===== src/hdl/kmh_pkg.sv =====
package kmh_pkg;

   localparam int MaxSources  = 16;
   localparam int AddrBits    = $clog2(MaxSources);
   localparam int PosBits     = AddrBits + 1;
   localparam int KeyBits     = 64;
   localparam int PayloadBits = 32;
   localparam int SourceBits  = 4;
   localparam int EntryBits   = KeyBits + PayloadBits + SourceBits;

   typedef enum logic [1:0] {
      REQ_PUSH    = 2'd0,
      REQ_REPLACE = 2'd1,
      REQ_POP     = 2'd2,
      REQ_NONE    = 2'd3
   } req_code_type;

   typedef enum logic [1:0] {
      ST_PUSHED = 2'd0,
      ST_EMITTED = 2'd1,
      ST_EMPTY  = 2'd2,
      ST_FULL   = 2'd3
   } status_code_type;

   typedef enum logic [3:0] {
      S_IDLE,
      S_TOP_RD,
      S_TOP_WAIT,
      S_DN_RD,
      S_DN_CMP,
      S_TAIL_RD,
      S_TAIL_WAIT,
      S_UP_RD,
      S_UP_CMP,
      S_PUT,
      S_RESP
   } state_type;

   typedef struct packed {
      logic [KeyBits-1:0]     key;
      logic [PayloadBits-1:0] pay;
      logic [SourceBits-1:0]  src;
   } entry_type;

endpackage


===== src/hdl/kmh_ram.sv =====
module kmh_ram #(
   parameter int Width = 8,
   parameter int Depth = 16
) (
   input  logic                     clock,
   input  logic                     wr_en,
   input  logic [$clog2(Depth)-1:0] wr_addr,
   input  logic [Width-1:0]         wr_data,
   input  logic [$clog2(Depth)-1:0] rd_addr_a,
   output logic [Width-1:0]         rd_data_a,
   input  logic [$clog2(Depth)-1:0] rd_addr_b,
   output logic [Width-1:0]         rd_data_b
);

   logic [Width-1:0] mem [Depth];

   always_ff @(posedge clock) begin
      if (wr_en) begin
         mem[wr_addr] <= wr_data;
      end
      rd_data_a <= mem[rd_addr_a];
      rd_data_b <= mem[rd_addr_b];
   end

endmodule


===== src/hdl/kway_merge_min_heap.sv =====
// Channel   Direction  Ports
// req       in         req_valid, req_stall, req_type, new_key, new_payload, new_source
// rsp       out        rsp_valid, rsp_stall, status, out_key, out_payload, out_source,
//                      entries_left
// One word at a time. Push: the new entry climbs level by level from the new tail slot.
// Emit: read the top, descend the hole level by level, read the tail on a pop (unless the hole
// ends at the tail), then climb level by level.
// Synchronous active-high reset clears the count and control; RAM contents are not cleared.
// A stalled response is held in its output register while the next word is processed;
// that word's result waits in the final state until the register frees up.
module kway_merge_min_heap
   import kmh_pkg::*;
(
   input  logic                   clock,
   input  logic                   reset,
   input  logic                   req_valid,
   output logic                   req_stall,
   input  logic [1:0]             req_type,
   input  logic [KeyBits-1:0]     new_key,
   input  logic [PayloadBits-1:0] new_payload,
   input  logic [SourceBits-1:0]  new_source,
   output logic                   rsp_valid,
   input  logic                   rsp_stall,
   output logic [1:0]             status,
   output logic [KeyBits-1:0]     out_key,
   output logic [PayloadBits-1:0] out_payload,
   output logic [SourceBits-1:0]  out_source,
   output logic [PosBits-1:0]     entries_left
);

   state_type           state_ff, state_in;
   logic [PosBits-1:0]  count_ff, count_in;
   logic [PosBits-1:0]  pos_ff, pos_in;     // 1-based hole position
   logic [PosBits-1:0]  n_ff, n_in;         // heap size during descent
   logic [1:0]          req_ff, req_in;
   entry_type           ent_ff, ent_in;     // entry being placed
   entry_type           top_ff, top_in;
   logic                rsp_valid_ff, rsp_valid_in;
   logic [1:0]          status_ff, status_in;
   entry_type           rsp_ent_ff, rsp_ent_in;
   logic [PosBits-1:0]  left_ff, left_in;
   logic [1:0]          res_status_ff, res_status_in;
   entry_type           res_ent_ff, res_ent_in;
   logic [PosBits-1:0]  res_left_ff, res_left_in;

   logic                wr_en;
   logic [AddrBits-1:0] wr_addr, rd_addr_a, rd_addr_b;
   entry_type           wr_data, rd_a, rd_b;
   logic [PosBits:0]    child;
   logic                take_right;

   kmh_ram #(.Width(EntryBits), .Depth(MaxSources)) u_ram (
      .clock     (clock),
      .wr_en     (wr_en),
      .wr_addr   (wr_addr),
      .wr_data   (wr_data),
      .rd_addr_a (rd_addr_a),
      .rd_data_a (rd_a),
      .rd_addr_b (rd_addr_b),
      .rd_data_b (rd_b)
   );

   always_ff @(posedge clock) begin
      if (reset) begin
         state_ff     <= S_IDLE;
         count_ff     <= '0;
         rsp_valid_ff <= 1'b0;
      end else begin
         state_ff     <= state_in;
         count_ff     <= count_in;
         rsp_valid_ff <= rsp_valid_in;
      end
      pos_ff        <= pos_in;
      n_ff          <= n_in;
      req_ff        <= req_in;
      ent_ff        <= ent_in;
      top_ff        <= top_in;
      status_ff     <= status_in;
      rsp_ent_ff    <= rsp_ent_in;
      left_ff       <= left_in;
      res_status_ff <= res_status_in;
      res_ent_ff    <= res_ent_in;
      res_left_ff   <= res_left_in;
   end

   assign child = {pos_ff, 1'b0};
   // tie: left child wins
   assign take_right = ({1'b0, child} + 1'b1 <= {2'b0, n_ff}) && (rd_a.key > rd_b.key);

   always_comb begin
      state_in      = state_ff;
      count_in      = count_ff;
      pos_in        = pos_ff;
      n_in          = n_ff;
      req_in        = req_ff;
      ent_in        = ent_ff;
      top_in        = top_ff;
      rsp_valid_in  = rsp_valid_ff;
      status_in     = status_ff;
      rsp_ent_in    = rsp_ent_ff;
      left_in       = left_ff;
      res_status_in = res_status_ff;
      res_ent_in    = res_ent_ff;
      res_left_in   = res_left_ff;
      wr_en         = 1'b0;
      wr_addr       = AddrBits'(pos_ff - 1'b1);
      wr_data       = ent_ff;
      rd_addr_a     = '0;
      rd_addr_b     = '0;
      req_stall     = 1'b1;

      if (rsp_valid_ff && !rsp_stall) begin
         rsp_valid_in = 1'b0;
      end

      case (state_ff)
         S_IDLE: begin
            req_stall = 1'b0;
            if (req_valid) begin
               req_in     = req_type;
               ent_in     = '{key: new_key, pay: new_payload, src: new_source};
               res_ent_in = '0;
               case (req_type)
                  REQ_PUSH: begin
                     if (count_ff == PosBits'(MaxSources)) begin
                        res_status_in = ST_FULL;
                        res_left_in   = count_ff;
                        state_in      = S_RESP;
                     end else begin
                        pos_in   = count_ff + 1'b1;
                        count_in = count_ff + 1'b1;
                        state_in = S_UP_RD;
                     end
                  end
                  REQ_REPLACE, REQ_POP: begin
                     if (count_ff == '0) begin
                        res_status_in = ST_EMPTY;
                        res_left_in   = count_ff;
                        state_in      = S_RESP;
                     end else begin
                        n_in     = count_ff;
                        pos_in   = PosBits'(1);
                        state_in = S_TOP_RD;
                     end
                  end
                  default: ;
               endcase
            end
         end
         S_TOP_RD: begin
            rd_addr_a = '0;
            state_in  = S_TOP_WAIT;
         end
         S_TOP_WAIT: begin
            top_in   = rd_a;
            state_in = S_DN_RD;
         end
         S_DN_RD: begin
            if ({1'b0, child} > {2'b0, n_ff}) begin
               if (req_ff == REQ_REPLACE) begin
                  ent_in.src = top_ff.src;
                  state_in   = S_UP_RD;
               end else begin
                  count_in = n_ff - 1'b1;
                  state_in = (pos_ff == n_ff) ? S_RESP : S_TAIL_RD;
                  if (pos_ff == n_ff) begin
                     res_status_in = ST_EMITTED;
                     res_ent_in    = top_ff;
                     res_left_in   = n_ff - 1'b1;
                  end
               end
            end else begin
               rd_addr_a = AddrBits'(child - 1'b1);
               rd_addr_b = AddrBits'(child);
               state_in  = S_DN_CMP;
            end
         end
         S_DN_CMP: begin
            wr_en   = 1'b1;
            wr_data = take_right ? rd_b : rd_a;
            pos_in  = take_right ? PosBits'(child + 1'b1) : PosBits'(child);
            state_in = S_DN_RD;
         end
         S_TAIL_RD: begin
            rd_addr_a = AddrBits'(n_ff - 1'b1);
            state_in  = S_TAIL_WAIT;
         end
         S_TAIL_WAIT: begin
            ent_in   = rd_a;
            state_in = S_UP_RD;
         end
         S_UP_RD: begin
            if (pos_ff == PosBits'(1)) begin
               state_in = S_PUT;
            end else begin
               rd_addr_a = AddrBits'((pos_ff >> 1) - 1'b1);
               state_in  = S_UP_CMP;
            end
         end
         S_UP_CMP: begin
            if (rd_a.key <= ent_ff.key) begin
               state_in = S_PUT;
            end else begin
               wr_en    = 1'b1;
               wr_data  = rd_a;
               pos_in   = pos_ff >> 1;
               state_in = S_UP_RD;
            end
         end
         S_PUT: begin
            wr_en       = 1'b1;
            wr_data     = ent_ff;
            res_left_in = count_ff;
            if (req_ff == REQ_PUSH) begin
               res_status_in = ST_PUSHED;
            end else begin
               res_status_in = ST_EMITTED;
               res_ent_in    = top_ff;
            end
            state_in = S_RESP;
         end
         S_RESP: begin
            // hold until the output register is free
            if (!rsp_valid_ff || !rsp_stall) begin
               rsp_valid_in = 1'b1;
               status_in    = res_status_ff;
               rsp_ent_in   = res_ent_ff;
               left_in      = res_left_ff;
               state_in     = S_IDLE;
            end
         end
         default: state_in = S_IDLE;
      endcase
   end

   assign rsp_valid    = rsp_valid_ff;
   assign status       = status_ff;
   assign out_key      = rsp_ent_ff.key;
   assign out_payload  = rsp_ent_ff.pay;
   assign out_source   = rsp_ent_ff.src;
   assign entries_left = left_ff;

   a_count_range: assert property (@(posedge clock) disable iff (reset)
      count_ff <= PosBits'(MaxSources)) else $error("entry count overflow");
   a_rsp_hold: assert property (@(posedge clock) disable iff (reset)
      rsp_valid_ff && rsp_stall |=> rsp_valid_ff && $stable(rsp_ent_ff))
      else $error("response dropped while stalled");
   a_no_accept_busy: assert property (@(posedge clock) disable iff (reset)
      state_ff != S_IDLE |-> req_stall) else $error("accept while busy");
   a_write_in_range: assert property (@(posedge clock) disable iff (reset)
      wr_en |-> pos_ff != '0) else $error("write at position zero");

endmodule

===== config.mk =====
export PLATFORM = sky130hd
export DESIGN_NAME = kway_merge_min_heap
export DESIGN_NICKNAME = d
export VERILOG_FILES = /design/src/hdl/kmh_pkg.sv /design/src/hdl/kmh_ram.sv /design/src/hdl/kway_merge_min_heap.sv
export SDC_FILE = /design/constraint.sdc
export NUM_CORES = 2
export LEC_CHECK = 0
export BUFFER_PORTS_ARGS = -buffer_cell sky130_fd_sc_hd__buf_2
export CAP_MARGIN = 5
export CORE_ASPECT_RATIO = 0.7
export CORE_UTILIZATION = 60
export CTS_BUF_LIST = sky130_fd_sc_hd__clkbuf_16
export CTS_CLUSTER_SIZE = 25
export DETAILED_ROUTE_END_ITERATION = 16
export PLACE_DENSITY = 0.77
export SYNTH_ARGS = -nofsm -noshare
export SYNTH_HDL_FRONTEND = slang
export SYNTH_SLANG_ARGS = --single-unit

===== constraint.sdc =====
create_clock -name clock -period 29.2 [get_ports clock]
set_input_delay 1.46 -clock clock [delete_from_list [all_inputs] [get_ports clock]]
set_output_delay 1.46 -clock clock [all_outputs]
set_load 0.03 [all_outputs]

-- Word-level counts from Yosys, hierarchy flattened
Memory sizes are Yosys's and may differ from the RTL's. A register that Yosys moved wholly into a read port is not among the register bits.
Index checks and enable logic that the tools add are counted.
- $add $sub $neg: 7
- $lt $le $gt $ge: 4
- equal/unequal tests: 31
- multiplexer cells: 67
- bitwise gates (word level): 1
- reductions and logical operators: 27
- operators by type and width (cell ; count):
    $mux W100 ; 8
    $pmux W100 S3 ; 1
    $pmux W100 S2 ; 1
    $pmux W96 S2 ; 1
    $mux W5 ; 15
    $gt A64 B64 Y1 ; 1
    $le A64 B64 Y1 ; 1
    $mux W4 ; 14
    $pmux W4 S10 ; 1
    $pmux W5 S2 ; 3
    $pmux W5 S3 ; 2
    $pmux W4 S3 ; 2
    $ne A2 B2 Y1 const B ; 9
    $reduce_and A6 Y1 ; 3
    $eq A4 B3 Y1 const B ; 4
    $eq A4 B4 Y1 const B ; 3
    $mux W2 ; 6
    $ne A3 B3 Y1 const B ; 4
    $sub A4 B1 Y4 const B ; 3
    $add A5 B1 Y5 const B ; 2
    $mux W1 ; 9
    $reduce_bool A3 Y1 ; 3
    $eq A4 B2 Y1 const B ; 2
    $pmux W4 S2 ; 1
    28 further kinds ; 38
- register bits: 436
- memory bits (writable): 1600
- output and inout port bits: 109
- logic and storage cells: 160
- memories: 1
- memory list (memory ; depth ; bits a word ; read ports ; clocked after Yosys merged registers in ; write ports ; line ; text):
    u_ram.mem ; 16 ; 100 ; 2 ; 2 ; 1 ; kmh_ram.sv:15 ; logic [Width-1:0] mem [Depth];

-- Logic depth before layout (Yosys ltp)
- depth after elaboration: 5
- depth in mapped cells: 12
- mapped depth without buffers: 10

-- Modules after synthesis
A second synthesis with hierarchy kept.
- cell total of the unflattened synthesis: 5208
- area total of the unflattened synthesis: 97468.5 um2
- by module, submodules not included (module ; times used ; cells an instance ; area each (um2) ; seq. area each (um2)):
    kmh_ram ; 1 ; 3497 ; 75408.6 ; 52049.9
    kway_merge_min_heap ; 1 ; 1711 ; 22059.9 ; 12992.5

-- Worst setup path after synthesis
OpenSTA, ideal clock, no wires.
- path type: register to register
- start: register pos_ff[0]
- end: register res_ent_ff[0] (netlist name), enable pin
- setup time: 1.089 ns
- arrival: 17.022 ns
- data required time: 28.111 ns
- setup slack: 11.089 ns
- stages on the path, launching flop included: 9
- cell sequence: edfxtp_1 > clkbuf_1 > inv_1 > ha_1 > nand3_1 > nand2_1 > nor2_1 > nor2_1 > a2111oi_0
- cells in the longest elaborated chain, start to end: 3
- RTL lines (element ; line ; text):
    from (decl) ; kway_merge_min_heap.sv:33 ; logic [PosBits-1:0] pos_ff, pos_in;
    from (signal assigned) ; kway_merge_min_heap.sv:73 ; pos_ff <= pos_in;
    $gt A6 B5 Y1 or $eq A5 B5 Y1 (tied branches) ; kway_merge_min_heap.sv:159, kway_merge_min_heap.sv:166 ;
    $ne A2 B2 Y1 (no line) ; n/a ;
    $reduce_and A6 Y1 (no line) (*) ; n/a ;
    to (signal assigned) ; kway_merge_min_heap.sv:82 ; res_ent_ff <= res_ent_in;
    to (decl) ; kway_merge_min_heap.sv:43 ; entry_type res_ent_ff, res_ent_in;
Mark *: on every way between the ends. The rest lies on a longest branch, timed or not.
A chain may end at the register's enable or synchronous reset.

-- Worst setup path in the final report
- start: register pos_ff[0]
- end: register u_ram.rd_data_a[63] (read register of u_ram.mem)
- cells in the longest elaborated chain, start to end: 3
- RTL lines (element ; line ; text):
    $gt A6 B5 Y1, or another cell as far along ; kway_merge_min_heap.sv:159 ; if ({1'b0, child} > {2'b0, n_ff}) begin
    $mux W4, on equally long branches ; kway_merge_min_heap.sv:159, kway_merge_min_heap.sv:193 ;
    $pmux W4 S3 (*) ; kway_merge_min_heap.sv:116 ; case (state_ff)
    to (decl) ; kmh_ram.sv:10 ; output logic [Width-1:0] rd_data_a,
Marked as above.

==> results_dict.tcl <==
set metrics [dict create \
    crit_chain "buf_4, inv_1, ha_1, nand3_1, nand2_1, nand2_1, o21ai_4, buf_4, buf_4, buf_4, mux4_2, a22oi_1, nand2_1" \
    synth_compound_area_share_pct 7.70 \
    fin_setup_tns_ns 0 \
    remaining_drc_errors 0 \
    grt-ovfl-total 0 \
    max_stage_delay_ns 1.06 \
    ir_worst_vdd_mv 0.0681 \
    power_switching_w 0.00309 \
    grt_max_degree 163 \
    core_region_area_um2 151000 \
    grt_pass1_wl_mm 370 \
    cp.arrival_ns 8.31 \
    dp_hpwl_mm 135 \
    firstDrtPassIters 8 \
    start_util_pct 60.8 \
    power_frac_seq_pct 49.8 \
    num_rows 119 \
    synthSimpleGateAreaFrac_pct 4.89 \
    status "finished, final reports clean" \
    syn_area_per_cell_um2 17.0 \
    r2r-end "u_ram.rd_data_a[63]" \
    areaGrowthSynthToFinish_pct 10.4 \
    htreeDepth 4 \
    yosysWarnings 0 \
    r2r_cells 13 \
    grt_usage_pct 33.1 \
    io_pins 215 \
    wirelength_mm 257 \
    fp.dieW_um 470 \
    nFillCells 9623 \
    power.internal_w 0.00657 \
    cts.sinks 2236 \
    cts_tree "yes" \
    yosys_register_bits 2236 \
    root_buffer "clkbuf_16" \
    drtIter0Drc 9346 \
    cp_slowest_cell "o21ai_4" \
    power_frac_comb_pct 23.8 \
    io_buffer_count 214 \
    worst_path_most_repeated_cell "buf_4" \
    synth_edf_count 2026 \
    drt-wirelength-per-cell_um 33.2 \
    synthAdderAreaFrac_pct 1.98 \
    synth_top_family_by_area "multiplexers" \
    cp_max_fo 75 \
    p_leak_nw 34.7 \
    post-cts-setup-buffers 0 \
    async_flop_share_pct 0 \
    final_cell_mix "2026 x edfxtp_1, 400 x mux4_2, 363 x nand2_1" \
    cts_buffers 197 \
    grt_pass1_vias 54525 \
    gp_congestion 0.877 \
    finalCriticalPeriod_ns 7.62 \
    die_h_um 329 \
    switching_share_pct 32.0 \
    syn_nets 5667 \
    min_from "res_ent_ff[40]" \
    cp.buffers_inverters 5 \
    synth_xor_area_share_pct 0.172 \
    p_per_area_nw_per_um2 95.3 \
    cp_top_family "buffers and inverters" \
    critPathRequiredTime_ns 29.90 \
    synth_cell_type_count 59 \
    syn-cell-area_um2 91800 \
    vias 55369 \
    worstMarginPinSlew_ns 1.21 \
    finalCritPeriodShare_pct 26.1 \
    hold_path.class "flop to flop" \
    finalMaxSlewViolations 0 \
    clkTransAtPathRegs_ns 0.07 \
    ys.flop_type "edfxtp_1" \
    clock_path_buffers 3 \
    finalNetCount 5826 \
    final-hold-violation-count 0 \
    clkPwrFrac_pct 26.4 \
    hold_ws_ns 0.410 \
    endpoint_kind "flop" \
    worst_setup_path_start_kind "flop" \
    finalSetupViolCount 0 \
    detail-route-antenna-nets 0 \
    drive_above_1_share_pct 21.6 \
    slew_headroom_pct 16.9 \
    r2r_slack_ns 21.58 \
    synthCells 5416 \
    cts_hold_buf 0 \
    critPathKind "flop to flop" \
    maxCapViolations 0 \
    hold_depth 0 \
    antenna_found_initial 4 \
    finClkSkew_ns 0.0350 \
    synth_mux_area_share_pct 12.2 \
    ys_seq_area_share_pct 70.8 \
    rsz0062_at_grt "no" \
    clk_latency_ns 0.85 \
    viasPerCell 7.15 \
    min_to "out_key[4]" \
    cts_resized 0 \
    clock.fmax_ghz 0.131 \
    regToRegStartpoint "pos_ff[0]" \
    die-area_um2 155000 \
    final_common_cell "edfxtp_1" \
]
worst max-delay path by stage:
stage	startpoint	endpoint	slack, ns	depth (start not counted)
2_1_floorplan	pos_ff[0]	res_ent_ff[0]	11.09	8
3_3_place_gp	pos_ff[0]	u_ram.rd_data_a[88]	22.01	13
3_5_place_dp	pos_ff[0]	u_ram.rd_data_a[62]	21.78	13
4_1_cts	pos_ff[0]	u_ram.rd_data_a[63]	21.74	13
5_1_grt	pos_ff[0]	u_ram.rd_data_a[14]	21.39	14
6_report	pos_ff[0]	u_ram.rd_data_a[63]	21.58	13
cells in the mapped netlist (2+ instances only):
library cell	n	area, µm²
xor2_1	7	61.3
nand2_1	367	1380
nor4_1	8	50.1
xnor2_1	11	96.3
o21a_1	3	22.5
and3_1	147	920
nand3_1	37	185
clkbuf_1	233	875
and2_1	60	375
nor2b_1	106	663
ha_1	145	1810
nand4_1	29	181
a221o_1	104	1040
o21ai_0	135	676
inv_1	146	548
a2111oi_0	4	35.0
a21boi_0	2	15.0
nor2_1	140	526
buf_1	7	26.3
mux4_2	400	9010
a211oi_1	106	796
a22oi_1	208	1560
nand3b_1	3	22.5
o22ai_1	103	644
nand2b_1	5	31.3
or2_2	5	31.3
a211o_1	3	26.3
o211ai_1	4	30.0
edfxtp_1	2026	60800
dfxtp_1	210	4200
o2111ai_1	2	17.5
nor3_1	14	70.1
a31oi_1	2	12.5
a21o_1	19	143
mux2_2	197	2220
a221oi_1	7	61.3
a21oi_1	175	876
buf_2	116	581
a311o_1	100	1000
stage by stage:
stage	utilization, %	cell area (µm²)	cells	total power, W	setup WS, ns
2_1_floorplan	-	91800	5416	0.00625	11.09
3_3_place_gp	62.9	95100	7371	0.00701	22.01
3_5_place_dp	62.9	95100	7371	0.00709	21.78
4_1_cts	67.1	101000	7739	0.00960	21.74
5_1_grt	67.1	101000	7740	0.00994	21.39
6_report	67.1	101000	7744	0.00966	21.58
metal layers:
metal / wire length (µm) / vias up / GRT usage, %
li1: - / 22107 / -
met2: 118000 / 4642 / 50.7
met5: 33 / - / 0
met4: 11300 / 4 / 14.9
met3: 32800 / 658 / 6.96
met1: 94800 / 27958 / 46.4
final cells by class:
cell class                      instances  area, µm²  share of cell area [%]
Timing Repair Buffer                  316       1920                    1.90
Clock inverter                        167       1220                    1.21
Tap cell                             1996       2500                    2.46
Clock buffer                          201       5030                    4.96
Sequential cell                      2236      65000                    64.2
Multi-Input combinational cell       2678      25100                    24.8
Antenna cell                            4       10.0                 0.00987
Inverter                              146        553                   0.545
cells by family after synthesis:
| group | after synthesis |
|---|---|
| flip-flops | 2236 |
| XOR/XNOR | 18 |
| AO/OA/AOI/OAI | 990 |
| multiplexers | 597 |
| adder cells (fa/ha/maj) | 145 |
| AND/OR/NAND/NOR | 928 |
| buffers and inverters | 502 |
worst reg2reg max path, cell delays in order (launching register included):
cell and delay, ns:
edfxtp_1 0.64, buf_4 0.71, inv_1 0.33, ha_1 0.41, nand3_1 0.17, nand2_1 0.19, nand2_1 0.35, o21ai_4 1.06
buf_4 0.81, buf_4 1.04, buf_4 0.93, mux4_2 0.52, a22oi_1 0.23, nand2_1 0.09
power by group through the flow:
stage	logic, W	clock network [W]	registers [W]
after floorplan	0.00143	0	0.00481
after global placement	0.00216	0	0.00486
after detailed placement	0.00222	0	0.00486
after CTS	0.00223	0.00256	0.00480
after global routing	0.00242	0.00268	0.00483
final	0.00230	0.00255	0.00481
state kept, by name, indices dropped and copies added (netlist names), 32 cells and up:
signal and flops:
top_ff 100, u_ram.rd_data_b 100, ent_ff 100, u_ram.rd_data_a 100, out_payload 32, out_key 64
res_ent_ff 100, u_ram.mem 1600
Power figures use the tool's default switching activity.
